`src/hw/rtl/mmn_pkg.sv`:
```
package mmn_pkg;

    localparam int ENTRY_CAPACITY = 64;
    localparam int MAX_REGIONS    = 32;
    localparam int PAGE_SIZE      = 4096;
    localparam int CAND_DEPTH     = ENTRY_CAPACITY * 3;
    localparam int CAND_AW        = $clog2(CAND_DEPTH);
    localparam int CAND_CW        = $clog2(CAND_DEPTH + 1);
    localparam int OUT_AW         = $clog2(MAX_REGIONS);
    localparam int OUT_CW         = $clog2(MAX_REGIONS + 1);
    localparam int SEEN_W         = $clog2(ENTRY_CAPACITY + 1);
    localparam int QUEUE_DEPTH    = 4;
    localparam int QUEUE_AW       = $clog2(QUEUE_DEPTH);
    localparam int QUEUE_CW       = $clog2(QUEUE_DEPTH + 1);
    localparam int ADDR_W         = 53;

    localparam logic [5:0] AB_MIN   = 6'd32;
    localparam logic [5:0] AB_MAX   = 6'd52;
    localparam logic [5:0] AB_RESET = 6'd52;

    localparam logic [31:0] SIZE_SHORT = 32'd20;
    localparam logic [31:0] SIZE_LONG  = 32'd24;

    localparam logic [2:0] K_HOLE       = 3'd0;
    localparam logic [2:0] K_USABLE     = 3'd1;
    localparam logic [2:0] K_RESERVED   = 3'd2;
    localparam logic [2:0] K_RECLAIM    = 3'd3;
    localparam logic [2:0] K_NVS        = 3'd4;
    localparam logic [2:0] K_BAD        = 3'd5;
    localparam logic [2:0] K_PERSISTENT = 3'd7;

    localparam logic [2:0] ST_OK       = 3'd0;
    localparam logic [2:0] ST_WIDTH    = 3'd1;
    localparam logic [2:0] ST_SIZE     = 3'd2;
    localparam logic [2:0] ST_RANGE    = 3'd3;
    localparam logic [2:0] ST_EMPTY    = 3'd4;
    localparam logic [2:0] ST_CAPACITY = 3'd5;
    localparam logic [2:0] ST_ENTRIES  = 3'd6;

    typedef struct packed {
        logic [63:0] entry_base;
        logic [63:0] entry_length;
        logic [31:0] entry_type;
        logic [31:0] entry_size;
        logic [31:0] entry_attributes;
        logic [31:0] entry_reserved;
        logic        last_entry;
    } t_entry;

    typedef struct packed {
        logic [ADDR_W-1:0] region_base;
        logic [ADDR_W-1:0] region_end;
        logic [2:0]        region_kind;
        logic [2:0]        status;
        logic              last_result;
    } t_result;

    typedef struct packed {
        logic [ADDR_W-1:0] c_base;
        logic [ADDR_W-1:0] c_end;
        logic [2:0]        c_kind;
    } t_cand;

    typedef struct packed {
        t_cand [2:0] cands;
        logic [2:0]  cv;
        logic        last;
        logic [2:0]  status;
        logic [5:0]  abits;
    } t_job;

    typedef enum logic [3:0] {
        B_IDLE, B_WRITE, B_CHECK, B_MIN, B_SCAN, B_FIN, B_EMIT, B_ERR, B_DONE
    } t_bstate;

    function automatic logic [2:0] rank_of(logic [2:0] k);
        logic [2:0] r;
        case (k)
            K_USABLE:     r = 3'd1;
            K_RECLAIM:    r = 3'd2;
            K_PERSISTENT: r = 3'd3;
            K_NVS:        r = 3'd4;
            K_BAD:        r = 3'd6;
            default:      r = 3'd5;
        endcase
        return r;
    endfunction

endpackage

```
`src/hw/rtl/mmn_queue.sv`:
```
module mmn_queue (
    input  logic                          i_clk,
    input  logic                          i_rst_n,
    input  logic                          i_push,
    input  mmn_pkg::t_job                 i_data,
    input  logic                          i_pop,
    output mmn_pkg::t_job                 o_data,
    output logic                          o_empty,
    output logic [mmn_pkg::QUEUE_CW-1:0]  o_count
);

    mmn_pkg::t_job r_slots [mmn_pkg::QUEUE_DEPTH];
    logic [mmn_pkg::QUEUE_AW-1:0] r_wp;
    logic [mmn_pkg::QUEUE_AW-1:0] r_rp;
    logic [mmn_pkg::QUEUE_CW-1:0] r_cnt;

    always_ff @(posedge i_clk) begin
        if (!i_rst_n) begin
            r_wp  <= '0;
            r_rp  <= '0;
            r_cnt <= '0;
        end else begin
            if (i_push) begin
                r_wp <= r_wp + 1'b1;
            end
            if (i_pop) begin
                r_rp <= r_rp + 1'b1;
            end
            case ({i_push, i_pop})
                2'b10:   r_cnt <= r_cnt + 1'b1;
                2'b01:   r_cnt <= r_cnt - 1'b1;
                default: r_cnt <= r_cnt;
            endcase
        end
    end

    always_ff @(posedge i_clk) begin
        if (i_push) begin
            r_slots[r_wp] <= i_data;
        end
    end

    assign o_data  = r_slots[r_rp];
    assign o_empty = (r_cnt == '0);
    assign o_count = r_cnt;

endmodule

```
`config.mk`:
```
export PLATFORM = sky130hd
export DESIGN_NAME = mmn_queue
export DESIGN_NICKNAME = d
export VERILOG_FILES = /design/src/hw/rtl/mmn_pkg.sv /design/src/hw/rtl/mmn_queue.sv
export SDC_FILE = /design/constraint.sdc
export NUM_CORES = 1
export LEC_CHECK = 0
export ABC_CLOCK_PERIOD_IN_PS = 20000
export BUFFER_PORTS_ARGS = -buffer_cell sky130_fd_sc_hd__buf_2
export CAP_MARGIN = 20
export CORE_UTILIZATION = 50
export CTS_CLUSTER_SIZE = 40
export DETAILED_ROUTE_END_ITERATION = 7
export GPL_TIMING_DRIVEN = 1
export HOLD_SLACK_MARGIN = 0.02
export PLACE_DENSITY = 0.71
export SLEW_MARGIN = 10
export SYNTH_ARGS = -nofsm -noshare
export SYNTH_HDL_FRONTEND = slang
export SYNTH_SLANG_ARGS = --single-unit
```
`constraint.sdc`:
```
create_clock -name i_clk -period 20 [get_ports i_clk]
set_input_delay 4 -clock i_clk [delete_from_list [all_inputs] [get_ports i_clk]]
set_output_delay 4 -clock i_clk [all_outputs]
set_load 0.01 [all_outputs]
```
==> metrics <==
switch share=22.3%; final net count=2949; setup bufs post-CTS=0; largest net degree at the start of global routing=170; Clk pwr share=38.2%; area grow syn2layout=18.5%; total iterations of the first detailed-routing run=5; Filler Cells Inserted=6757; Slowest-stage cell, CP=dfxtp_4; Mapped Cells=1821; crit path max fanout=41; Critical Path Max Stage Delay=0.92 ns; worst slew pin tran=1.43 ns; Synth Register Bits=1369; die area=100000 um2; Yosys top cell area share=82.5%; Top FF cell, synth=edfxtp_1; area of the multi-input gates=7910 um2; Final Skew=0.0224 ns; synth unique cells=19; worst path required time=16.00 ns; H-tree depth=4; Num Clock Sinks=1369; status=finished clean; final hold vios=0; Max Clock Freq=124 MHz; antenna viol nets, final=0; Placer Congestion=0.778; P_sw=0.00142 W; Int Pwr=0.00495 W; syn_nets=2171; syn avg cell area=27.2 um2; maxcap violations=0; post-CTS sizing=0; RSZ-0062 raised after global routing=false; routed len/inst=25.5 um; CTS tree=built; count leader, synth=edfxtp_1; DR vias=22369; fin crit share=40.2%; Seq pwr share=52.4%; io pins=688; Total Routed Length=102 mm; CTS buffer count=138; gr ovfl total=0; Total GRT Usage=20.1%; DRC Markers=0; Final Slew Violations=0; synth warn=0; cell taking the most area after synthesis=edfxtp_1; leakage dissipation=19.5 nW; first-pass GRT wire length=148 mm; drt initial violations=1835; FF+latch area=41000 um2; CP Class=reg2out; crit path DAT=4.05 ns; worst setup margin=11.95 ns; Hold Crit Class=reg2reg; Synth Cell Area=49500 um2; most used cell, CP=buf_4; commonest cells in the netlist=edfxtp_1 (1360), mux4_2 (340), buf_2 (35); async set-or-reset flop fraction in the synthesized netlist=0%; vias in the first global route=23553; Port Buffers=687; Place WS=12.05 ns; Core ar.=98300 um2; CP Cell Sequence=buf_4 -> buf_16 -> buf_4 -> mux4_2 -> buf_2; share of cells above drive strength 1=46.0%; setup TNS=0 ns; FP Rows=115; Crit path buffers/inverters=4; hpwl dp=62.2 mm; antenna violations before repair=37; Die Ht=317 um; Clock Latency Late Sink=0.75 ns; # setup viols final=0; Bufs on Longest Clock Path=3; number of synthesized flops with an enable pin=1360; Seq/Total Area, Yosys=82.8%; routed vias/inst=5.56; Crit. End Element=primary output; Worst VDD drop=0.104 mV; hold_buf cts=0; Die Width=317 um; minimum clock period=8.05 ns; Root Driver=clkbuf_16; Worst Setup Start Kind=flip-flop; Comb power frac=9.4%; CP delay by family, top=buffers and inverters; synth top area cells=edfxtp_1 (82%), mux4_2 (15%), buf_6 (0.77%); Pwr Density=109 nW/um2; Slew headroom=4.53%; Worst-path clk slew=0.06 ns; initial core utilization=50.4%
[sequential cells by signal (all words and copies together) (netlist names), named ones only]
signal   flops
r_slots   1360
r_wp         2
r_rp         2
o_count      3
[per-layer routing]
layer / share of wire (%) / track usage [%] / vias to the layer above
li1: - / - / 9548
met1: 36 / 23.7 / 11711
met2: 51 / 33.3 / 859
met3: 8.2 / 6.75 / 221
met4: 4.0 / 9.67 / 30
met5: 0.20 / 0 / -
[worst min-delay path, cell delays in order (launching register included)]
cell and delay, ns:
dfxtp_1 0.33, o21ai_0 0.08, a21boi_0 0.08
[cell families after synthesis]
group	synth area share (%)
DFF	82.8
muxes	15.5
buffers and inverters	1.23
and+or+nand+nor	0.177
adders and majority gates	0.167
xor gates and xnor gates	0.0884
AOI/OAI and AO/OA	0.0354
[cell usage in the layout, fill, tap and decap left out, drive strengths merged, types with 5 or more instances in the layout]
cell,count
ha,5
clkbuf,170
and2,10
bufinv,7
inv,18
diode,20
clkinv,62
mux4,340
edfxtp,1360
buf,714
dfxtp,9
[power by group through the flow]
| stage | registers (W) | logic [W] | clock network (W) |
|---|---|---|---|
| after floorplan | 0.00343 | 0.000354 | 0 |
| after global placement | 0.00339 | 0.000594 | 0 |
| after detailed placement | 0.00340 | 0.000603 | 0 |
| after CTS | 0.00334 | 0.000606 | 0.00249 |
| after global routing | 0.00335 | 0.000639 | 0.00260 |
| final | 0.00334 | 0.000596 | 0.00243 |
[area by class of cell]
cell class	instances	area share, %
diodes	20	0.0853
clock buffers	170	6.16
repair buffers	714	6.41
well taps	1287	2.74
inverters	6	0.0384
clock inverters	84	1.17
flip-flops and latches	1369	69.9
multi-input cells	370	13.5
[metrics by stage]
step	instances	util, %	instance area, um2	hold slack (ns)	power (W)
floorplan	1821	-	49500	0.521	0.00378
global placement	3743	55.2	54200	0.492	0.00398
detailed placement	3743	55.2	54200	0.523	0.00400
CTS	3997	59.6	58600	0.549	0.00644
global route	4019	59.7	58700	0.590	0.00658
finish	4020	59.7	58700	0.547	0.00637
[worst paths after layout]
kind              start             end  slack [ns]  cells after the start
min reg2reg  o_count[2]      o_count[2]        0.55                      2
max           flip-flop      o_data[61]       11.95                      5
min          o_count[2]      o_count[2]        0.55                      2
max reg2reg     r_wp[0]  r_slots[0][95]       15.70                      6
Power figures use the tool's default switching activity.
