### config.mk
export PLATFORM = sky130hd
export DESIGN_NAME = mmn_front
export DESIGN_NICKNAME = d
export VERILOG_FILES = /design/src/hw/rtl/mmn_pkg.sv /design/src/hw/rtl/mmn_front.sv
export SDC_FILE = /design/constraint.sdc
export NUM_CORES = 1
export LEC_CHECK = 0
export ABC_AREA = 0
export BUFFER_PORTS_ARGS = -buffer_cell sky130_fd_sc_hd__buf_4
export CORE_AREA = 5 5 234 236
export DETAILED_ROUTE_END_ITERATION = 8
export DIE_AREA = 0 0 239 241
export HOLD_SLACK_MARGIN = 0.08
export PLACE_DENSITY = 0.76
export SLEW_MARGIN = 20
export SYNTH_ARGS = -nofsm -noshare
export SYNTH_HDL_FRONTEND = slang
export SYNTH_SLANG_ARGS = --single-unit
### constraint.sdc
create_clock -name i_clk -period 14.15 [get_ports i_clk]
set_input_delay 2.1225 -clock i_clk [delete_from_list [all_inputs] [get_ports i_clk]]
set_output_delay 2.1225 -clock i_clk [all_outputs]
set_load 0.03 [all_outputs]
### src/hw/rtl/mmn_pkg.sv
package mmn_pkg;

    localparam int ENTRY_CAPACITY = 64;
    localparam int MAX_REGIONS    = 32;
    localparam int PAGE_SIZE      = 4096;
    localparam int CAND_DEPTH     = ENTRY_CAPACITY * 3;
    localparam int CAND_AW        = $clog2(CAND_DEPTH);
    localparam int CAND_CW        = $clog2(CAND_DEPTH + 1);
    localparam int OUT_AW         = $clog2(MAX_REGIONS);
    localparam int OUT_CW         = $clog2(MAX_REGIONS + 1);
    localparam int SEEN_W         = $clog2(ENTRY_CAPACITY + 1);
    localparam int QUEUE_DEPTH    = 4;
    localparam int QUEUE_AW       = $clog2(QUEUE_DEPTH);
    localparam int QUEUE_CW       = $clog2(QUEUE_DEPTH + 1);
    localparam int ADDR_W         = 53;

    localparam logic [5:0] AB_MIN   = 6'd32;
    localparam logic [5:0] AB_MAX   = 6'd52;
    localparam logic [5:0] AB_RESET = 6'd52;

    localparam logic [31:0] SIZE_SHORT = 32'd20;
    localparam logic [31:0] SIZE_LONG  = 32'd24;

    localparam logic [2:0] K_HOLE       = 3'd0;
    localparam logic [2:0] K_USABLE     = 3'd1;
    localparam logic [2:0] K_RESERVED   = 3'd2;
    localparam logic [2:0] K_RECLAIM    = 3'd3;
    localparam logic [2:0] K_NVS        = 3'd4;
    localparam logic [2:0] K_BAD        = 3'd5;
    localparam logic [2:0] K_PERSISTENT = 3'd7;

    localparam logic [2:0] ST_OK       = 3'd0;
    localparam logic [2:0] ST_WIDTH    = 3'd1;
    localparam logic [2:0] ST_SIZE     = 3'd2;
    localparam logic [2:0] ST_RANGE    = 3'd3;
    localparam logic [2:0] ST_EMPTY    = 3'd4;
    localparam logic [2:0] ST_CAPACITY = 3'd5;
    localparam logic [2:0] ST_ENTRIES  = 3'd6;

    typedef struct packed {
        logic [63:0] entry_base;
        logic [63:0] entry_length;
        logic [31:0] entry_type;
        logic [31:0] entry_size;
        logic [31:0] entry_attributes;
        logic [31:0] entry_reserved;
        logic        last_entry;
    } t_entry;

    typedef struct packed {
        logic [ADDR_W-1:0] region_base;
        logic [ADDR_W-1:0] region_end;
        logic [2:0]        region_kind;
        logic [2:0]        status;
        logic              last_result;
    } t_result;

    typedef struct packed {
        logic [ADDR_W-1:0] c_base;
        logic [ADDR_W-1:0] c_end;
        logic [2:0]        c_kind;
    } t_cand;

    typedef struct packed {
        t_cand [2:0] cands;
        logic [2:0]  cv;
        logic        last;
        logic [2:0]  status;
        logic [5:0]  abits;
    } t_job;

    typedef enum logic [3:0] {
        B_IDLE, B_WRITE, B_CHECK, B_MIN, B_SCAN, B_FIN, B_EMIT, B_ERR, B_DONE
    } t_bstate;

    function automatic logic [2:0] rank_of(logic [2:0] k);
        logic [2:0] r;
        case (k)
            K_USABLE:     r = 3'd1;
            K_RECLAIM:    r = 3'd2;
            K_PERSISTENT: r = 3'd3;
            K_NVS:        r = 3'd4;
            K_BAD:        r = 3'd6;
            default:      r = 3'd5;
        endcase
        return r;
    endfunction

endpackage

### src/hw/rtl/mmn_front.sv
module mmn_front (
    input  logic                         i_clk,
    input  logic                         i_rst_n,
    input  logic                         i_start,
    input  mmn_pkg::t_entry              i_entry,
    input  logic [5:0]                   i_abits,
    input  logic [mmn_pkg::QUEUE_CW-1:0] i_q_count,
    input  logic                         i_done,
    output logic                         o_busy,
    output logic                         o_push,
    output mmn_pkg::t_job                o_job
);

    localparam int QUEUE_SUM_W = mmn_pkg::QUEUE_CW + 1;

    logic                              r_stg_v;
    mmn_pkg::t_entry                   r_ent;
    logic [5:0]                        r_ab;
    logic                              r_last_pend;
    logic [mmn_pkg::SEEN_W-1:0]        r_seen;
    logic [2:0]                        r_err;
    logic [mmn_pkg::SEEN_W-1:0]        n_seen;
    logic [2:0]                        n_err;

    logic        accept;
    logic        over;
    logic        width_bad;
    logic        size_ok;
    logic        enabled;
    logic        rng_bad;
    logic        do_store;
    logic        known;
    logic        forced;
    logic [2:0]  kind;
    logic [2:0]  te;
    logic [63:0] limit;
    logic [63:0] pm;
    logic [63:0] endv;
    logic [63:0] low;
    logic [63:0] high;
    logic [63:0] startv;
    logic [63:0] fin;
    logic [QUEUE_SUM_W-1:0] fill;

    assign fill   = QUEUE_SUM_W'(i_q_count) + QUEUE_SUM_W'(r_stg_v);
    assign o_busy = r_last_pend || (fill >= QUEUE_SUM_W'(mmn_pkg::QUEUE_DEPTH - 1));
    assign accept = i_start && !o_busy;

    always_comb begin
        pm        = 64'(mmn_pkg::PAGE_SIZE - 1);
        limit     = 64'd1 << r_ab;
        over      = (r_seen >= mmn_pkg::SEEN_W'(mmn_pkg::ENTRY_CAPACITY));
        width_bad = (r_ab < mmn_pkg::AB_MIN) || (r_ab > mmn_pkg::AB_MAX);
        size_ok   = ((r_ent.entry_size == mmn_pkg::SIZE_SHORT) ||
                     (r_ent.entry_size == mmn_pkg::SIZE_LONG)) &&
                    (r_ent.entry_reserved == 32'd0);
        enabled   = !((r_ent.entry_size == mmn_pkg::SIZE_LONG) &&
                      !r_ent.entry_attributes[0]);
        rng_bad   = (r_ent.entry_base >= limit) ||
                    (r_ent.entry_length > (limit - r_ent.entry_base));
        if (!size_ok) begin
            te = mmn_pkg::ST_SIZE;
        end else if (!enabled || r_ent.entry_length == 64'd0) begin
            te = mmn_pkg::ST_OK;
        end else if (rng_bad) begin
            te = mmn_pkg::ST_RANGE;
        end else begin
            te = mmn_pkg::ST_OK;
        end
        do_store = size_ok && enabled && (r_ent.entry_length != 64'd0) && !rng_bad &&
                   !width_bad && !over && (r_err == mmn_pkg::ST_OK);

        endv   = r_ent.entry_base + r_ent.entry_length;
        low    = r_ent.entry_base & ~pm;
        high   = (endv + pm) & ~pm;
        startv = (r_ent.entry_base + pm) & ~pm;
        fin    = endv & ~pm;

        known  = (r_ent.entry_type == 32'(mmn_pkg::K_USABLE)) ||
                 (r_ent.entry_type == 32'(mmn_pkg::K_RECLAIM)) ||
                 (r_ent.entry_type == 32'(mmn_pkg::K_NVS)) ||
                 (r_ent.entry_type == 32'(mmn_pkg::K_BAD)) ||
                 (r_ent.entry_type == 32'(mmn_pkg::K_PERSISTENT));
        forced = (r_ent.entry_size == mmn_pkg::SIZE_LONG) &&
                 (r_ent.entry_attributes[31:1] != 31'd0);
        kind   = (!known || forced) ? mmn_pkg::K_RESERVED : r_ent.entry_type[2:0];

        o_job        = '0;
        o_job.last   = r_ent.last_entry;
        o_job.abits  = r_ab;
        if (kind != mmn_pkg::K_USABLE) begin
            o_job.cands[1] = '{low[52:0], high[52:0], kind};
            o_job.cv       = 3'b010;
        end else if (startv >= fin) begin
            o_job.cands[1] = '{low[52:0], high[52:0], mmn_pkg::K_RESERVED};
            o_job.cv       = 3'b010;
        end else begin
            // usable core with reserved slivers at each ragged edge
            o_job.cands[0] = '{low[52:0], startv[52:0], mmn_pkg::K_RESERVED};
            o_job.cands[1] = '{startv[52:0], fin[52:0], mmn_pkg::K_USABLE};
            o_job.cands[2] = '{fin[52:0], high[52:0], mmn_pkg::K_RESERVED};
            o_job.cv       = {fin < high, 1'b1, low < startv};
        end
        if (!do_store) begin
            o_job.cv = 3'b000;
        end

        n_seen = over ? r_seen : r_seen + 1'b1;
        if (width_bad) begin
            n_err = mmn_pkg::ST_WIDTH;
        end else if (over) begin
            n_err = (r_err != mmn_pkg::ST_WIDTH) ? mmn_pkg::ST_ENTRIES : r_err;
        end else if (r_err == mmn_pkg::ST_OK) begin
            n_err = te;
        end else begin
            n_err = r_err;
        end
        o_job.status = n_err;
    end

    assign o_push = r_stg_v;

    always_ff @(posedge i_clk) begin
        if (!i_rst_n) begin
            r_stg_v     <= 1'b0;
            r_last_pend <= 1'b0;
            r_seen      <= '0;
            r_err       <= mmn_pkg::ST_OK;
        end else begin
            r_stg_v <= accept;
            if (accept && i_entry.last_entry) begin
                r_last_pend <= 1'b1;
            end else if (i_done) begin
                r_last_pend <= 1'b0;
            end
            if (r_stg_v) begin
                if (r_ent.last_entry) begin
                    r_seen <= '0;
                    r_err  <= mmn_pkg::ST_OK;
                end else begin
                    r_seen <= n_seen;
                    r_err  <= n_err;
                end
            end
        end
    end

    always_ff @(posedge i_clk) begin
        if (accept) begin
            r_ent <= i_entry;
            r_ab  <= i_abits;
        end
    end

endmodule

==> results.tsv, run 1 <==
stage	metric	value	unit
route	remaining_drc_errors	0	
yosys	synth_compound_area_share	18.8	%
floorplan	core_area	52200	sq um
placement	dp_hpwl	82.7	mm
timing	period_needed	11.36	ns
floorplan	initial_core_util	50.8	%
clock_network	holdBufCountCts	0	
placement	dp_cells	4156	
yosys	synth_top_area_share	29.7	%
worst_setup_path	slowest_stage	a2111oi_0	
floorplan	dieArea	57600	sq um
yosys	avgSynthCellArea	8.80	sq um
clock_network	cts_setup_buffers	0	
final_layout	nFillCells	4732	
yosys	synth_area	26600	sq um
timing	hold_ws	0.515	ns
yosys	dominantRegCellSynth	edfxtp_1	
clock_network	clock-root-buffer	clkbuf_16	
floorplan	die_y	241	um
yosys	synth-xor-area-share	6.69	%
final_layout	nets	4071	
yosys	yosysTopAreaCell	edfxtp_1	
yosys	synthTopCellsByArea	edfxtp_1 30%, ha_1 14%, xnor2_1 4.8%	
clock_network	clockBufferDepth	3	
route	drt_iter0_markers	2585	
pwr	p_leak	14.1	nW
route	vias	25700	
yosys	yosys.area_share.simple	22.9	%
yosys	async_reset_ff_share	0	%
grt	grt.overflow.total	0	
clock_network	tritoncts	built	
timing	fmax	88.0	MHz
timing	slew_headroom	18.9	%
grt	grt_max_degree	84	
timing	final-hold-violation-count	0	
floorplan	die_x	239	um
pwr	power_density	81.1	nW/um^2
clock_network	postCtsResizedCells	0	
clock_network	path_clk_slew	0.07	ns
floorplan	ios	612	
clock_network	htree_levels	1	
worst_setup_path	cp.required	12.03	ns
timing	final-max-slew-violation-count	0	
worst_setup_path	end_kind	primary output	
yosys	synth_cells	3019	
floorplan	rows	84	
grt	grt_usage	32.7	%
yosys	synth_seq_cells	275	
hold_path	hold-path-cell-count	2	
placement	port_buffers	535	
yosys	ys.warnings.count	0	
yosys	synth_fa_ha_area_share	14.2	%
timing	worstMarginPinSlew	1.21	ns
timing	rsz0062_at_grt	no	
grt	grt_first_pass_wirelength	145	mm
placement	gp_congestion	1.00	
final_layout	drive_gt1_share	18.9	%
route	ant_nets	0	
yosys	synth_cell_types	114	
worst_setup_path	crit_arrival	9.24	ns
pwr	peakVddDrop	0.000110	V
route	dr.pass1.iters	5	
clock_network	numCtsBuffers	30	
clock_network	clkSinkCount	275	
yosys	synth_top_family_by_area	simple AND/OR/NAND/NOR gates	
worst_setup_path	cpPeakStageDelay	0.72	ns
grt	antenna_found_initial	5	
route	wirelength	101	mm
yosys	ys_seq_area_share	30.6	%
final_layout	syn2layout_area_growth	19.1	%
worst_setup_path	start_kind	flop	
grt	grt_pass1_vias	23700	
timing	period_share	80.3	%
worst_setup_path	reg2regPathDepth	36	
worst_setup_path	crit_fanout	83	
timing	tns	0	ns
hold_path	hp-class	reg -> reg	
yosys	synth.area.mux_share	0.547	%
route	wl_per_cell	23.9	um
timing	setup_viol	0	
outcome	status	completed	
worst_setup_path	worstSetupPathType	reg -> out	
final_layout	final_util	60.6	%
timing	finClkSkew	0.0209	ns
final_layout	finalNonFillerCells	4213	
clock_network	clock_latency	0.60	ns
route	via_per_inst	6.09	
yosys	synth_edf_count	263	
worst_setup_path	crit_path_frequent_cell	o21ai_0	
run	maxCapViolCount	0	
path summary, 6_finish.rpt:
path         startpoint    endpoint  slack, ns
max             low[22]  o_job[205]       2.79
min           r_seen[5]   r_seen[5]       0.52
max reg2reg     r_ab[0]    r_err[0]       5.83
min reg2reg   r_seen[5]   r_seen[5]       0.52
synth_stat cells, drive strengths merged, types with 16 or more instances:
cell,number
a211oi,23
a21o,147
a21oi,211
a31oi,23
and2,99
and3,31
and4,20
buf,105
clkbuf,64
edfxtp,263
ha,299
inv,148
nand2,167
nand2b,52
nand3,71
nand4,83
nor2,339
nor2b,58
nor3,69
nor4,81
o21a,26
o21ai,137
o21bai,16
or2,23
or3,17
xnor2,146
xor2,56
cells by family after synthesis:
family | Yosys count
buf+inv | 321
xor+xnor | 202
mux | 14
simple gates | 1156
fa+ha+maj | 301
flops | 275
other cells | 1
compound gates | 749
cell usage in the layout (no fill, tap or decap), types with 9 or more instances in the layout:
cell | netlist | final
mux2i_1 | 10 | 10
a211oi_1 | 22 | 22
edfxtp_1 | 263 | 263
o21bai_1 | 16 | 16
a21o_1 | 145 | 145
buf_4 | 85 | 543
a221o_1 | 9 | 9
o21a_1 | 26 | 26
xnor2_1 | 146 | 146
a31oi_1 | 22 | 22
o21ai_0 | 129 | 129
a41oi_1 | 9 | 9
nor3_1 | 67 | 67
and3_1 | 29 | 29
nor2_1 | 338 | 338
nand2b_1 | 52 | 52
and2_1 | 97 | 96
or2_2 | 22 | 22
a211o_1 | 10 | 10
xor2_1 | 55 | 55
clkbuf_16 | 0 | 30
nand2_1 | 166 | 166
or3_1 | 15 | 15
nor2b_1 | 58 | 58
nand4_1 | 81 | 81
a21oi_1 | 207 | 207
o311ai_0 | 9 | 9
ha_1 | 299 | 299
conb_1 | 1 | 76
nor4_1 | 79 | 79
nand3b_1 | 12 | 12
o31ai_1 | 14 | 14
nand3_1 | 71 | 71
and4_1 | 16 | 16
inv_1 | 146 | 146
dfxtp_1 | 12 | 12
flip-flops by register name, indices dropped and copies added, names as in the netlist:
signal       cells
o_push           1
o_job            1
r_seen           7
r_ent          204
r_last_pend      1
r_err            3
low             52
r_ab             6
metal layers:
metal | part of all wire [%] | global-route usage [%] | vias up
li1 | - | - | 12100
met1 | 40 | 42.6 | 12100
met2 | 46 | 54.5 | 1349
met3 | 9.9 | 6.68 | 193
met4 | 3.9 | 11.6 | 4
met5 | 0.024 | 0 | -
metrics by stage:
stage,power (mW),cell area [sq um],setup WS [ns]
2_1_floorplan,1.55,26800,4.53
3_3_place_gp,1.80,30700,3.61
3_5_place_dp,1.80,30700,3.50
4_1_cts,2.56,31600,2.84
5_1_grt,2.67,31600,2.15
6_report,2.57,31600,2.79
worst max-delay path, delay by kind of cell, from the launching register on:
kind / cells / cell delay, ns
xor gates and xnor gates: 2 / 0.81
and+or+nand+nor: 8 / 1.93
adders and majority gates: 2 / 0.90
buffers and inverters: 4 / 1.30
AOI/OAI and AO/OA: 12 / 2.98
DFF: 1 / 0.56
area by class of cell:
class	count	area [sq um]	area share [%]
multi-input cells	2498	17100	53.9
flip-flops and latches	275	8140	25.7
repair buffers	543	4080	12.9
well taps	688	861	2.72
clock buffers	36	783	2.48
inverters	152	571	1.80
clock inverters	20	149	0.471
diodes	1	2.50	0.00791
report_power, final:
part           total [mW]  leakage [nW]  internal, mW  switching [mW]
clock               0.761         0.446         0.402           0.358
combinational       0.827          11.2         0.306           0.521
sequential          0.977          2.53         0.938          0.0392
total                2.57          14.1          1.65           0.919
Power figures use the tool's default switching activity.
==> run 2: changes to the inputs <==
--- a/config.mk
+++ b/config.mk
@@ -5,13 +5,13 @@
 export SDC_FILE = /design/constraint.sdc
 export NUM_CORES = 1
 export LEC_CHECK = 0
-export ABC_AREA = 0
+export ABC_AREA = 1
 export BUFFER_PORTS_ARGS = -buffer_cell sky130_fd_sc_hd__buf_4
-export CORE_AREA = 5 5 234 236
+export CORE_MARGIN = 5
+export CORE_UTILIZATION = 52
 export DETAILED_ROUTE_END_ITERATION = 8
-export DIE_AREA = 0 0 239 241
 export HOLD_SLACK_MARGIN = 0.08
-export PLACE_DENSITY = 0.76
+export PLACE_DENSITY = 0.79
 export SLEW_MARGIN = 20
 export SYNTH_ARGS = -nofsm -noshare
 export SYNTH_HDL_FRONTEND = slang
==> constraint.sdc (replaced) <==
create_clock -name i_clk -period 10.1 [get_ports i_clk]
set_input_delay 1.515 -clock i_clk [delete_from_list [all_inputs] [get_ports i_clk]]
set_output_delay 1.515 -clock i_clk [all_outputs]
set_load 0.03 [all_outputs]
==> run 2 against run 1 <==
Area after synthesis up 12%. Die area rose by 8.0%. Critical endpoint is now o_job[12]. Flip-flop and latch count did not move. Via count up 28%. Worst hold slack worse by 0.037 ns. Largest power group unchanged. Synthesized cell count increased by 47%. Combinational power rose by 41%.
==> results.tsv, run 2 <==
stage	metric	value	unit
outcome	status	completed	
pwr	switching_power	1.33	mW
worst_setup_path	crit_arrival	7.87	ns
pwr	power_density	101	nW/um^2
timing	tns	0	ns
grt	grt_max_degree	134	
yosys	dominantRegCellSynth	edfxtp_1	
worst_setup_path	crit_fanout	7	
final_layout	nets	5549	
route	vias	32800	
timing	final-max-slew-violation-count	0	
worst_setup_path	rr_startpoint	r_ab[0]	
yosys	synth_cells	4444	
yosys	synth_seq_cells	275	
worst_setup_path	startpoint	r_ab[0]	
route	remaining_drc_errors	0	
yosys	yosysTopAreaCell	edfxtp_1	
yosys	netlist_top_cells_count	1120 x nand2_1, 729 x inv_1, 625 x nor2_1	
route	dr.pass1.iters	9	
worst_setup_path	start_kind	flop	
worst_setup_path	end_kind	primary output	
final_layout	final_cell_mix	1119 x nand2_1, 727 x inv_1, 625 x nor2_1, 550 x buf_4, 299 x ha_1	
grt	grt_usage	39.2	%
timing	period_needed	9.39	ns
floorplan	die_y	249	um
clock_network	htree_levels	1	
final_layout	diodes	0	
clock_network	clkSinkCount	275	
yosys	synth_edf_count	263	
grt	grt_first_pass_wirelength	187	mm
worst_setup_path	slowest_stage	nor2_1	
yosys	avgSynthCellArea	6.71	sq um
final_layout	largest_reg_flops	204	
floorplan	ios	612	
route	via_per_inst	5.70	
floorplan	core_area	56600	sq um
timing	setup_viol	0	
timing	rsz0062_at_grt	no	
hold_path	hp-class	reg -> reg	
route	drt_iter0_markers	3222	
yosys	synth_area	29800	sq um
clock_network	numCtsBuffers	27	
clock_network	tritoncts	built	
yosys	synth-xor-area-share	3.41	%
yosys	yosys.area_share.simple	33.6	%
worst_setup_path	crit_path_frequent_cell	nand2_1	
placement	port_buffers	535	
pwr	p_comb_share	32.8	%
pwr	p_leak	17.9	nW
timing	final-hold-violation-count	0	
timing	fmax	107	MHz
yosys	synth_compound_area_share	11.1	%
placement	gp_congestion	1.11	
worst_setup_path	worstReg2RegEnd	r_err[1]	
yosys	async_reset_ff_share	0	%
final_layout	drive_gt1_share	14.3	%
final_layout	top_register	r_ent	
pwr	pwr-share-seq	38.5	%
floorplan	rows	87	
final_layout	nFillCells	5459	
grt	antenna_found_initial	1	
run	maxCapViolCount	0	
floorplan	die_x	249	um
clock_network	path_clk_slew	0.07	ns
yosys	ys.warnings.count	0	
yosys	synth_top_area_share	26.5	%
worst_setup_path	worstSetupPathType	reg -> out	
route	wirelength	130	mm
timing	slew_headroom	24.5	%
yosys	synth_cell_types	62	
clock_network	clockBufferDepth	3	
final_layout	syn2layout_area_growth	18.6	%
clock_network	holdBufCountCts	0	
pwr	power	3.58	mW
timing	period_share	93.0	%
worst_setup_path	rrSetupSlack	3.30	ns
worst_setup_path	cpPeakStageDelay	0.49	ns
worst_setup_path	cp.required	8.59	ns
floorplan	dieArea	62200	sq um
clock_network	clock-root-buffer	clkbuf_16	
clock_network	postCtsResizedCells	0	
pwr	internal_power	2.25	mW
yosys	synthTopCellsByArea	edfxtp_1 26%, nand2_1 14%, ha_1 13%	
clock_network	cts_setup_buffers	0	
floorplan	initial_core_util	52.7	%
timing	finClkSkew	0.00947	ns
timing	worstMarginPinSlew	1.13	ns
placement	dp_hpwl	111	mm
yosys	ys_seq_area_share	27.3	%
clock_network	clock_latency	0.58	ns
pwr	netSwitchingFraction	37.2	%
route	wl_per_cell	22.6	um
pwr	peakVddDrop	0.000210	V
yosys	synth.area.mux_share	0.0336	%
yosys	synth_top_family_by_area	simple AND/OR/NAND/NOR gates	
yosys	synth_fa_ha_area_share	12.7	%
grt	grt_pass1_vias	30600	
worst_setup_path	reg2regPathDepth	34	
grt	grt.overflow.total	0	
yosys	yosysMostFrequentCell	nand2_1	
worst_setup_path	crit_end	o_job[12]	
route	ant_nets	0	
pwr	pwr-share-clk	28.7	%
final_layout	final_common_cell	nand2_1	
## run 2: changes by cell type after synthesis, moves of 28 or more
cell | before | now
nand3_1 | 71 | 204
o21bai_1 | 16 | 89
inv_1 | 146 | 729
nand2b_1 | 52 | 0
nand2_1 | 166 | 1120
nor2_1 | 338 | 625
nor2b_1 | 58 | 0
a21oi_1 | 207 | 240
and2_1 | 97 | 5
a21o_1 | 145 | 4
clkbuf_1 | 62 | 34
xnor2_1 | 146 | 47
nand2_2 | 0 | 41
## run 2: worst min path at each step
stage,endpoint,cells past startpoint,from
2_1_floorplan,r_seen[5],1,r_seen[5]
3_3_place_gp,r_seen[5],1,r_seen[5]
3_5_place_dp,r_seen[2],2,r_seen[2]
4_1_cts,r_seen[2],2,r_seen[2]
5_1_grt,r_seen[2],2,r_seen[2]
6_report,r_seen[2],2,r_seen[2]
## run 2: power groups by stage
stage | combinational (mW) | sequential (mW) | clock [mW]
2_1_floorplan | 0.772 | 1.38 | 0
3_3_place_gp | 1.13 | 1.40 | 0
3_5_place_dp | 1.14 | 1.40 | 0
4_1_cts | 1.15 | 1.37 | 1.03
5_1_grt | 1.28 | 1.38 | 1.08
6_report | 1.17 | 1.38 | 1.02
## run 2: cells by family (layout without fill, tap and decap cells)
group           count (synthesis)  in the layout
flops                         275            275
fa+ha+maj                     301            301
buf+inv                       866           1345
simple gates                 2322           2322
compound gates                562            562
mux                             1              1
xor+xnor                      116            116
other cells                     1             76
## run 2: cell type report
type	instances	area, sq um	area share, %
multi-input combinational	3378	18400	52.1
sequential	275	8140	23.0
timing repair buffer	551	4150	11.7
inverter	745	2810	7.94
tap	756	946	2.68
clock buffer	31	691	1.95
clock inverter	18	188	0.531
## run 2: per-layer routing
layer	part of all wire, %	global-route usage, %
met1	38	49.3
met5	0.0054	0
met2	44	62.9
met4	7.7	24.1
met3	10	7.00
## run 2: stage by stage
step                setup slack, ns  utilization (%)  cell area, sq um  std cells  hold WS, ns
global route                  0.136             62.4             35300       5754        0.503
finish                        0.711             62.4             35300       5754        0.478
global placement               1.52             60.8             34400       5704        0.447
floorplan                      2.21                -             30100       4519        0.422
detailed placement             1.37             60.9             34400       5704        0.463
CTS                           0.709             62.4             35300       5753        0.475
## run 2: critical path, delay by kind of cell, from the launching register on
kind / cells / cell delay [ns]
and+or+nand+nor: 24 / 3.80
AOI/OAI and AO/OA: 8 / 2.15
adders and majority gates: 2 / 0.52
DFF: 1 / 0.44
buffers and inverters: 3 / 0.34
